<file path="config.mk">
export PLATFORM = sky130hd
export DESIGN_NAME = ordered_queue_keyed_remove_top
export DESIGN_NICKNAME = d
export VERILOG_FILES = /design/src/rtl/oqkr_pkg.sv /design/src/rtl/ordered_queue_keyed_remove_top.sv /design/src/rtl/oqkr_ram.sv
export SDC_FILE = /design/constraint.sdc
export NUM_CORES = 1
export LEC_CHECK = 0
export BUFFER_PORTS_ARGS = -buffer_cell sky130_fd_sc_hd__buf_2
export CAP_MARGIN = 10
export CORE_AREA = 3 3 311 313
export DETAILED_ROUTE_END_ITERATION = 16
export DIE_AREA = 0 0 314 316
export PLACE_DENSITY = 0.68
export SYNTH_ARGS = -nofsm -noshare
export SYNTH_HDL_FRONTEND = slang
export SYNTH_HIERARCHICAL = 1
export SYNTH_SLANG_ARGS = --single-unit
</file>
<file path="constraint.sdc">
create_clock -name i_clk -period 7.6 [get_ports i_clk]
set_clock_uncertainty 0.05 [all_clocks]
set_input_delay 0.38 -clock i_clk [delete_from_list [all_inputs] [get_ports i_clk]]
set_output_delay 0.38 -clock i_clk [all_outputs]
set_load 0.05 [all_outputs]
</file>
<file path="src/rtl/oqkr_pkg.sv">
`timescale 1ns / 1ps
`default_nettype none
// ----------------------------------------------------------------------------
// oqkr_pkg
// Shared types and constants of the ordered queue with keyed removal.
// ----------------------------------------------------------------------------
package oqkr_pkg;

    localparam int CAPACITY_DEF = 16;
    localparam int MAX_RESULTS  = 16;
    localparam int FIELD_W      = 32;
    localparam int WORD_W       = 2 * FIELD_W;

    typedef enum logic [1:0] {
        K_APPEND = 2'd0,
        K_REMOVE = 2'd1,
        K_FIND   = 2'd2,
        K_LIST   = 2'd3
    } t_kind;

    typedef enum logic [2:0] {
        ST_DONE      = 3'd0,
        ST_NOT_FOUND = 3'd1,
        ST_FULL      = 3'd2,
        ST_ENTRY     = 3'd3,
        ST_EMPTY     = 3'd4
    } t_status;

endpackage

`default_nettype wire

</file>
<file path="src/rtl/ordered_queue_keyed_remove_top.sv">
`timescale 1ns / 1ps
`default_nettype none
// Append, full, empty list and find/remove on an empty queue answer in the cycle after
//   accept. Find/remove scan from the head via the registered read; find answers on a
//   match, remove then shifts later entries down (not for a tail match); no match gives
//   NOT_FOUND. List: up to MAX_RESULTS results one per cycle. Sequential: busy drops as
//   the final result strobes, so the next beat can be taken at the edge that takes it.
// Reset (synchronous, active low) clears the fill count and control; store contents stay.
// ----------------------------------------------------------------------------
// ordered_queue_keyed_remove_top
// Arrival-ordered queue of order records with append, keyed find, keyed
// removal with compaction and full listing.
// ----------------------------------------------------------------------------
module ordered_queue_keyed_remove_top #(
    parameter int CAPACITY = oqkr_pkg::CAPACITY_DEF
) (
    input  wire logic        i_clk,
    input  wire logic        i_rst_n,
    input  wire logic        start,
    output logic             busy,
    input  wire logic [1:0]  i_kind,
    input  wire logic [31:0] i_order_id,
    input  wire logic [31:0] i_amount_cents,
    output logic             o_valid,
    output logic [2:0]       o_status,
    output logic [31:0]      o_entry_id,
    output logic [31:0]      o_entry_amount,
    output logic             o_last
);

    import oqkr_pkg::*;

    localparam int AW = (CAPACITY > 1) ? $clog2(CAPACITY) : 1;
    localparam int CW = $clog2(CAPACITY + 1);

    typedef enum logic [1:0] {
        S_IDLE,
        S_SCAN,
        S_SHIFT,
        S_LIST
    } t_state;

    t_state               r_state;
    t_kind                r_kind;
    logic [FIELD_W-1:0]   r_id;
    logic [CW-1:0]        r_fill;
    logic [CW-1:0]        r_idx;
    logic [CW-1:0]        r_didx;
    logic [CW-1:0]        r_lim;
    logic                 r_dv;

    logic                 rd_en;
    logic [AW-1:0]        rd_addr;
    logic [WORD_W-1:0]    rd_data;
    logic                 wr_en;
    logic [AW-1:0]        wr_addr;
    logic [WORD_W-1:0]    wr_data;
    logic                 accept;
    logic                 hit;
    logic                 last_data;
    logic [CW-1:0]        lim_in;

    assign busy      = (r_state != S_IDLE);
    assign accept    = start && !busy;
    assign hit       = r_dv && (rd_data[WORD_W-1:FIELD_W] == r_id);
    assign last_data = ((r_didx + CW'(1)) == r_fill);
    assign lim_in    = (8'(r_fill) > 8'(MAX_RESULTS)) ? CW'(MAX_RESULTS) : r_fill;

    always_comb begin
        unique case (r_state)
            S_SCAN, S_SHIFT: rd_en = (r_idx < r_fill);
            S_LIST:          rd_en = (r_idx < r_lim);
            default:         rd_en = 1'b0;
        endcase
        rd_addr = r_idx[AW-1:0];
        if (r_state == S_SHIFT) begin
            wr_en   = r_dv;
            wr_addr = AW'(r_didx - CW'(1));
            wr_data = rd_data;
        end else begin
            wr_en   = accept && (t_kind'(i_kind) == K_APPEND) && (r_fill < CW'(CAPACITY));
            wr_addr = r_fill[AW-1:0];
            wr_data = {i_order_id, i_amount_cents};
        end
    end

    oqkr_ram #(
        .DEPTH (CAPACITY),
        .AW    (AW),
        .DW    (WORD_W)
    ) u_ram (
        .i_clk     (i_clk),
        .i_wr_en   (wr_en),
        .i_wr_addr (wr_addr),
        .i_wr_data (wr_data),
        .i_rd_en   (rd_en),
        .i_rd_addr (rd_addr),
        .o_rd_data (rd_data)
    );

    always_ff @(posedge i_clk) begin
        if (!i_rst_n) begin
            r_state <= S_IDLE;
            r_fill  <= '0;
            r_dv    <= 1'b0;
            r_idx   <= '0;
            o_valid <= 1'b0;
        end else begin
            o_valid <= 1'b0;
            r_dv    <= rd_en;
            r_didx  <= r_idx;
            if (rd_en) begin
                r_idx <= r_idx + CW'(1);
            end
            unique case (r_state)
                S_IDLE: begin
                    if (accept) begin
                        r_kind         <= t_kind'(i_kind);
                        r_id           <= i_order_id;
                        r_idx          <= '0;
                        o_entry_id     <= '0;
                        o_entry_amount <= '0;
                        o_last         <= 1'b1;
                        unique case (t_kind'(i_kind))
                            K_APPEND: begin
                                o_valid <= 1'b1;
                                if (r_fill == CW'(CAPACITY)) begin
                                    o_status <= ST_FULL;
                                end else begin
                                    r_fill   <= r_fill + CW'(1);
                                    o_status <= ST_DONE;
                                end
                            end
                            K_REMOVE, K_FIND: begin
                                if (r_fill == '0) begin
                                    o_valid  <= 1'b1;
                                    o_status <= ST_NOT_FOUND;
                                end else begin
                                    r_state <= S_SCAN;
                                end
                            end
                            K_LIST: begin
                                r_lim <= lim_in;
                                if (r_fill == '0) begin
                                    o_valid  <= 1'b1;
                                    o_status <= ST_EMPTY;
                                end else begin
                                    r_state <= S_LIST;
                                end
                            end
                            default: ;
                        endcase
                    end
                end
                S_SCAN: begin
                    if (hit) begin
                        if (r_kind == K_FIND) begin
                            o_valid        <= 1'b1;
                            o_status       <= ST_ENTRY;
                            o_entry_id     <= rd_data[WORD_W-1:FIELD_W];
                            o_entry_amount <= rd_data[FIELD_W-1:0];
                            o_last         <= 1'b1;
                            r_state        <= S_IDLE;
                        end else if (last_data) begin
                            r_fill   <= r_fill - CW'(1);
                            o_valid  <= 1'b1;
                            o_status <= ST_DONE;
                            o_last   <= 1'b1;
                            r_state  <= S_IDLE;
                        end else begin
                            r_idx   <= r_didx + CW'(1);
                            r_dv    <= 1'b0;
                            r_state <= S_SHIFT;
                        end
                    end else if (r_dv && last_data) begin
                        o_valid  <= 1'b1;
                        o_status <= ST_NOT_FOUND;
                        o_last   <= 1'b1;
                        r_state  <= S_IDLE;
                    end
                end
                S_SHIFT: begin
                    if (r_dv && last_data) begin
                        r_fill   <= r_fill - CW'(1);
                        o_valid  <= 1'b1;
                        o_status <= ST_DONE;
                        o_last   <= 1'b1;
                        r_state  <= S_IDLE;
                    end
                end
                S_LIST: begin
                    if (r_dv) begin
                        o_valid        <= 1'b1;
                        o_status       <= ST_ENTRY;
                        o_entry_id     <= rd_data[WORD_W-1:FIELD_W];
                        o_entry_amount <= rd_data[FIELD_W-1:0];
                        o_last         <= ((r_didx + CW'(1)) == r_lim);
                        if ((r_didx + CW'(1)) == r_lim) begin
                            r_state <= S_IDLE;
                        end
                    end
                end
                default: r_state <= S_IDLE;
            endcase
        end
    end

`ifndef SYNTHESIS
    a_fill_bound: assert property (@(posedge i_clk) disable iff (!i_rst_n)
        r_fill <= CW'(CAPACITY))
        else $error("fill count above capacity");

    a_no_rw_collide: assert property (@(posedge i_clk) disable iff (!i_rst_n)
        !(wr_en && rd_en && (wr_addr == rd_addr)))
        else $error("read and write to the same entry");

    a_mid_beat_list: assert property (@(posedge i_clk) disable iff (!i_rst_n)
        (o_valid && !o_last) |-> (r_state == S_LIST))
        else $error("non-final beat outside a listing");

    a_shift_done: assert property (@(posedge i_clk) disable iff (!i_rst_n)
        (r_state == S_SHIFT && r_dv && last_data) |=> (o_valid && o_last))
        else $error("compaction ended without a result");
`endif

endmodule

`default_nettype wire

</file>
<file path="src/rtl/oqkr_ram.sv">
`timescale 1ns / 1ps
`default_nettype none
// ----------------------------------------------------------------------------
// oqkr_ram
// Record store: one write port, one read port, registered read data.
// ----------------------------------------------------------------------------
module oqkr_ram #(
    parameter int DEPTH = oqkr_pkg::CAPACITY_DEF,
    parameter int AW    = 4,
    parameter int DW    = oqkr_pkg::WORD_W
) (
    input  wire logic          i_clk,
    input  wire logic          i_wr_en,
    input  wire logic [AW-1:0] i_wr_addr,
    input  wire logic [DW-1:0] i_wr_data,
    input  wire logic          i_rd_en,
    input  wire logic [AW-1:0] i_rd_addr,
    output logic      [DW-1:0] o_rd_data
);

    logic [DW-1:0] r_mem [DEPTH];

    always_ff @(posedge i_clk) begin
        if (i_wr_en) begin
            r_mem[i_wr_addr] <= i_wr_data;
        end
    end

    always_ff @(posedge i_clk) begin
        if (i_rd_en) begin
            o_rd_data <= r_mem[i_rd_addr];
        end
    end

endmodule

`default_nettype wire
</file>
==> metrics.txt, run 1 <==
outcome=completed; sequential element share of the synthesized area=77.4%; average size of a mapped cell=21.5 um2; Clk pwr share=37.0%; Comb pwr share=11.7%; Net Sw Frac=24.7%; Post-Syn Nets=2271; drc violations=0; Pwr per Cell Area=294 nW/um2; Area Overhead vs Synth=13.7%; GR Overflow Total=0; max_cap viols=0; TritonCTS buffer count=117; min-delay src=i_rst_n; internal power=11.8 mW; Via Count=22400; reg2reg setup slack=3.04 ns; Synth Flop Type=edfxtp_1; wire length per cell=27.3 um; reg2reg end=u_ram/r_mem[11][8]$_DFFE_PP_; hold worst-path end=r_didx[2]$_DFFE_PP_; Layout Nets=2492; antenna violations before repair=2; Psw=3.88 mW; CTS H-tree depth=3; Ys Warns=6; commonest non-fill, non-tap cell in the layout=edfxtp_1; pin count of the biggest net entering global routing=139; global-route wire length before repair=153 mm; Fin. Hold Viols=0; post-detailed-route count of antenna-violating nets=0; # rows=113; Peak VDD IR=0.203 mV; final WL=103 mm; P_leak=16.7 nW; TNS Setup=0 ns; Clk pin slew, worst setup/hold paths=0.06 ns; slew margin rel.=20.4%; Final WS setup=3.04 ns; commonest non-fill, non-tap cells in the layout=1200 x edfxtp_1, 256 x mux4_2, 138 x buf_2, 128 x a22oi_1, 120 x clkbuf_16; Post-synth EDFFs=1200; minimum clock period=4.56 ns; Critical Path Start Type=flop; vias in the first global route=23300; Detailed Place HPWL=55.9 mm; drt initial violations=2499; Crit-path slowest cell=nor2_4; vias per cell=5.95; post-cts gate resize count=0; die height=316 um; cells on worst reg2reg path=7; Hold Path Cell Cnt=1; flops & latches, synth=1214; Worst-Margin Slew=1.19 ns; RR Startpoint=r_state[0]$_SDFFE_PN0P_; CP endpoint kind=flop; ys async rst share=0%; Final period util=60.0%; post-CTS setup buffer count=0; DRT Pass-1 Iters=5; Clock Latency Late Sink=0.69 ns; Worst Hold Class=input port to flop; CP Max Fanout=50; Critical Path RT=7.85 ns; # fillers=6850; Placeable Area=94600 um2; I/O pin total=139; Final Util=56.4%; Post-Place Worst Slack=3.07 ns; die area=99200 um2; Synth Cell Area=46900 um2; FMAX=0.219 GHz; layout cells sized above 1=28.7%; Final Wtd Congestion=0.826; PortBufs=138; Mapped Cells=2179; CTS tree=yes; CTS Hold Bufs=35; Sequential Power Share=51.3%; clock tree buffer depth=3; crit path kind=flop to flop; CTS Sinks=1214; CP peak stage delay=1.00 ns; CP Data Arrival Time=4.81 ns; Distinct cells, synth=54; Final setup violation count=0; number of diodes=0; RSZ-0062 raised after global routing=false; Root Buffer=clkbuf_16; Final Max Tran Viols=0; Die X=314 um; initial core utilization=49.6%; GRT Total Usage=21.0%; crit path cell chain=inv_1 -> ha_4 -> nor2_1 -> a21oi_1 -> nand2_1 -> nor2_4 -> buf_4
-- how the worst max path moves through the flow --
| stage | slack [ns] | start | to |
|---|---|---|---|
| final | 3.04 | r_state[0]$_SDFFE_PN0P_ | u_ram/r_mem[11][8]$_DFFE_PP_ |
| after global placement | 3.15 | r_state[0]$_SDFFE_PN0P_ | u_ram/r_mem[1][37]$_DFFE_PP_ |
| after global routing | 2.82 | r_state[0]$_SDFFE_PN0P_ | u_ram/r_mem[11][6]$_DFFE_PP_ |
| after CTS | 3.05 | r_state[0]$_SDFFE_PN0P_ | u_ram/r_mem[11][8]$_DFFE_PP_ |
| after floorplan | 0.55 | r_state[0]$_SDFFE_PN0P_ | u_ram/r_mem[0][0]$_DFFE_PP_ |
| after detailed placement | 3.07 | r_state[0]$_SDFFE_PN0P_ | u_ram/r_mem[11][9]$_DFFE_PP_ |
-- sequential cells by signal, indices dropped and copies added, names as in the netlist, 32 cells and up --
name and flops:
o_entry_amount 32, o_entry_id 32, r_id 32, u_ram/o_rd_data 64
u_ram/r_mem 1024
-- layout make-up --
cell class	count	area, um2	area share, %
clock buffer	138	3070	5.76
clock inverter	83	820	1.54
inverter	23	86.3	0.162
multi-input combinational	831	10100	18.9
sequential	1214	36300	68.1
tap	1265	1580	2.97
timing repair buffer	213	1350	2.54
-- metal layers --
metal	global-route usage (%)	part of all wire, %
met1	30.0	41
met5	0	0
met4	5.41	1.8
met3	3.59	7.5
met2	34.1	49
-- cells in the mapped netlist, types with 8 or more instances --
cell type	number	area share, %
ha_1	22	0.59
nand4_1	10	0.13
a21oi_1	19	0.20
buf_1	21	0.17
buf_6	15	0.36
clkbuf_1	55	0.44
a22oi_1	128	2.0
nand2_1	82	0.66
inv_1	23	0.18
mux2_2	64	1.5
nand2b_1	10	0.13
nor2b_1	74	0.99
edfxtp_1	1200	77
dfxtp_1	14	0.60
nor3_1	8	0.085
mux4_2	256	12
nor2_1	33	0.26
xnor2_1	33	0.62
o21ai_0	13	0.14
buf_2	14	0.15
-- critical path, delay by kind of cell (launching register included) --
| kind | cells | cell delay [ns] |
|---|---|---|
| adders and majority gates | 1 | 0.77 |
| and+or+nand+nor | 3 | 1.50 |
| AOI/OAI and AO/OA | 1 | 0.56 |
| DFF | 1 | 0.34 |
| buffers and inverters | 2 | 0.90 |
-- kinds of logic (layout without fill, tap and decap cells) --
kind of cell	count (synthesis)	in the layout	synth area share [%]
buffers and inverters	134	457	1.40
DFF	1214	1214	77.4
AOI/OAI and AO/OA	193	193	2.94
adders and majority gates	23	23	0.630
muxes	322	322	13.9
and+or+nand+nor	249	249	2.75
xor gates and xnor gates	44	44	0.971
-- power by group through the flow --
stage	Clock [mW]	Combinational, mW	Sequential, mW
final	5.81	1.83	8.06
after global routing	6.21	1.97	8.08
after CTS	5.92	1.85	8.06
after detailed placement	0	1.83	8.20
after global placement	0	1.78	8.19
after floorplan	0	0.920	8.53
-- through the flow --
step | total power [mW] | cells | hold slack, ns | area (um2)
2_1_floorplan | 9.45 | 2179 | 0.429 | 46900
3_3_place_gp | 9.97 | 3511 | 0.499 | 49100
3_5_place_dp | 10.0 | 3511 | 0.488 | 49100
4_1_cts | 15.8 | 3767 | 0.0181 | 53300
5_1_grt | 16.3 | 3767 | 0.0428 | 53300
6_report | 15.7 | 3767 | 0.0664 | 53300
(Power assumes the default switching activity.)
==> inputs of run 2 (changes only) <==
==> constraint.sdc (replaced) <==
create_clock -name i_clk -period 4.1 [get_ports i_clk]
set_clock_uncertainty 0.05 [all_clocks]
set_input_delay 0.205 -clock i_clk [delete_from_list [all_inputs] [get_ports i_clk]]
set_output_delay 0.205 -clock i_clk [all_outputs]
set_load 0.05 [all_outputs]
==> metrics.txt, run 2 (synthesis results as in run 1) <==
outcome=completed; Clk pwr share=36.1% (-0.9 points); post-detailed-route count of antenna-violating nets=0 (unchanged); cells on worst reg2reg path=7 (unchanged); Clock Latency Late Sink=0.70 ns (about the same); post-cts gate resize count=0 (unchanged); crit path kind=flop to flop; Pwr per Cell Area=539 nW/um2 (+83%); Via Count=22700 (+1.2%); CP Data Arrival Time=3.95 ns (-0.86 ns); Final Max Tran Viols=0 (unchanged); CTS Sinks=1214 (unchanged); Final WS setup=0.462 ns (-2.58 ns); internal power=21.7 mW (+84%); Peak VDD IR=0.383 mV (+88%); max FFs per register=1024 (unchanged); Final Util=56.8% (+0.39 points); Final period util=88.7% (+29 points); final WL=106 mm (+3.0%); wire length per cell=27.9 um (+2.1%); PortBufs=138 (unchanged); vias in the first global route=23600 (+1.2%); Sequential Power Share=51.5% (+0.2 points); register with the most flip-flops=u_ram/r_mem; Die X=314 um (unchanged); TritonCTS buffer count=117 (unchanged); max_cap viols=0 (unchanged); die height=316 um (unchanged); initial core utilization=49.6% (unchanged); Placeable Area=94600 um2 (unchanged); Psw=7.27 mW (+87%); FMAX=0.275 GHz (+25%); drc violations=0 (unchanged); min-delay src=i_amount_cents[15]; RR Startpoint=r_state[0]$_SDFFE_PN0P_; RSZ-0062 raised after global routing=false; slew margin rel.=30.2% (+9.8 points); Net Sw Frac=25.1% (+0.36 points); layout cells sized above 1=28.5% (-0.13 points); GRT Total Usage=21.6% (+0.58 points); I/O pin total=139 (unchanged); Clk pin slew, worst setup/hold paths=0.06 ns (about the same); # fillers=6813 (-0.54%); Detailed Place HPWL=60.9 mm (+9.0%); reg2reg end=u_ram/r_mem[9][22]$_DFFE_PP_; vias per cell=5.98 (+0.40%); Comb pwr share=12.3% (+0.6 points); Area Overhead vs Synth=14.5%; CTS tree=yes; drt initial violations=2640 (+5.6%); CP Max Fanout=31 (-38%); post-CTS setup buffer count=0 (unchanged); design area=53700 um2 (+0.68%); Root Buffer=clkbuf_16; antenna violations before repair=2 (unchanged); commonest non-fill, non-tap cells in the layout=1200 x edfxtp_1, 256 x mux4_2, 138 x buf_2, 128 x a22oi_1, 118 x clkbuf_16; minimum clock period=3.64 ns (-0.922 ns); Largest regs=u_ram/r_mem x1024, u_ram/o_rd_data x64; TNS Setup=0 ns (unchanged); Critical Path Start Type=flop; reg2reg setup slack=0.46 ns (-2.58 ns); Final setup violation count=0 (unchanged); # rows=113 (unchanged); Post-Place Worst Slack=0.641 ns (-2.43 ns); hold worst-path end=u_ram/r_mem[11][15]$_DFFE_PP_; Worst Hold Class=input port to flop; post-place instance area=49500 um2 (+0.81%); Hold Path Cell Cnt=2 (+1); Worst-Margin Slew=1.04 ns (-0.150 ns); CP endpoint kind=flop; Fin. Hold Viols=0 (unchanged); clock tree buffer depth=3 (unchanged); commonest non-fill, non-tap cell in the layout=edfxtp_1; GR Overflow Total=0 (unchanged); DRT Pass-1 Iters=5 (unchanged); die area=99200 um2 (unchanged); global-route wire length before repair=157 mm (+2.5%); P_leak=16.8 nW (+0.65%); Layout Nets=2521 (+1.2%); CTS H-tree depth=3 (unchanged); pin count of the biggest net entering global routing=65 (-53%); Final Wtd Congestion=0.843 (+2.1%); Critical Path RT=4.41 ns (-3.44 ns)
run 2: critical path, stage by stage (launching register included):
cell	delay [ns]
dfxtp_1	0.33
inv_1	0.16
ha_1	0.41
nand4_1	0.15
o21ai_0	0.73
nand3b_1	0.49
nor2_4	0.63
buf_12	0.33
run 2: how the worst max path moves through the flow:
stage                       startpoint                           end  slack, ns  depth (start not counted)
2_1_floorplan  r_state[0]$_SDFFE_PN0P_   u_ram/r_mem[8][0]$_DFFE_PP_      -0.56                          8
3_3_place_gp   r_state[0]$_SDFFE_PN0P_  u_ram/r_mem[9][13]$_DFFE_PP_       0.70                          7
3_5_place_dp   r_state[0]$_SDFFE_PN0P_  u_ram/r_mem[9][13]$_DFFE_PP_       0.64                          7
4_1_cts        r_state[0]$_SDFFE_PN0P_  u_ram/r_mem[9][26]$_DFFE_PP_       0.61                          7
5_1_grt        r_state[0]$_SDFFE_PN0P_  u_ram/r_mem[9][19]$_DFFE_PP_       0.34                          7
6_report       r_state[0]$_SDFFE_PN0P_  u_ram/r_mem[9][22]$_DFFE_PP_       0.46                          7
run 2: area by class of cell:
type                            count  area [um2]  share of cell area (%)
Timing Repair Buffer              242        1820                    3.39
Sequential cell                  1214       36300                    67.7
Tap cell                         1265        1580                    2.95
Inverter                           23        86.3                   0.161
Multi-Input combinational cell    831       10100                    18.9
Clock inverter                     76         643                    1.20
Clock buffer                      145        3100                    5.78
Antenna cell                        3        7.51                  0.0140
run 2: repair_timing:
action	CTS	global route
endpoints found under the hold margin	169	0
setup endpoints to repair	0	0
hold buffers	45	0
run 2: per-stage QoR:
step,power (mW),hold WS [ns],cells
finish,29.0,0.0424,3799
global route,30.0,0.0558,3796
CTS,29.2,0.000829,3796
detailed placement,18.7,0.352,3530
global placement,18.6,0.353,3530
floorplan,17.5,0.254,2179
run 2: layer usage:
| layer | wire [um] | up-vias | global-route usage, % |
|---|---|---|---|
| met5 | 0 | - | 0 |
| met4 | 2060 | 0 | 5.65 |
| met3 | 7660 | 139 | 3.89 |
| met2 | 50700 | 926 | 34.0 |
| met1 | 45600 | 12100 | 31.5 |
| li1 | - | 9559 | - |
run 2: power by group through the flow:
stage	registers, mW	clock network [mW]	logic (mW)
floorplan	15.8	0	1.77
global placement	15.2	0	3.45
detailed placement	15.2	0	3.54
CTS	14.9	10.7	3.59
global route	15.0	11.2	3.82
finish	14.9	10.5	3.58
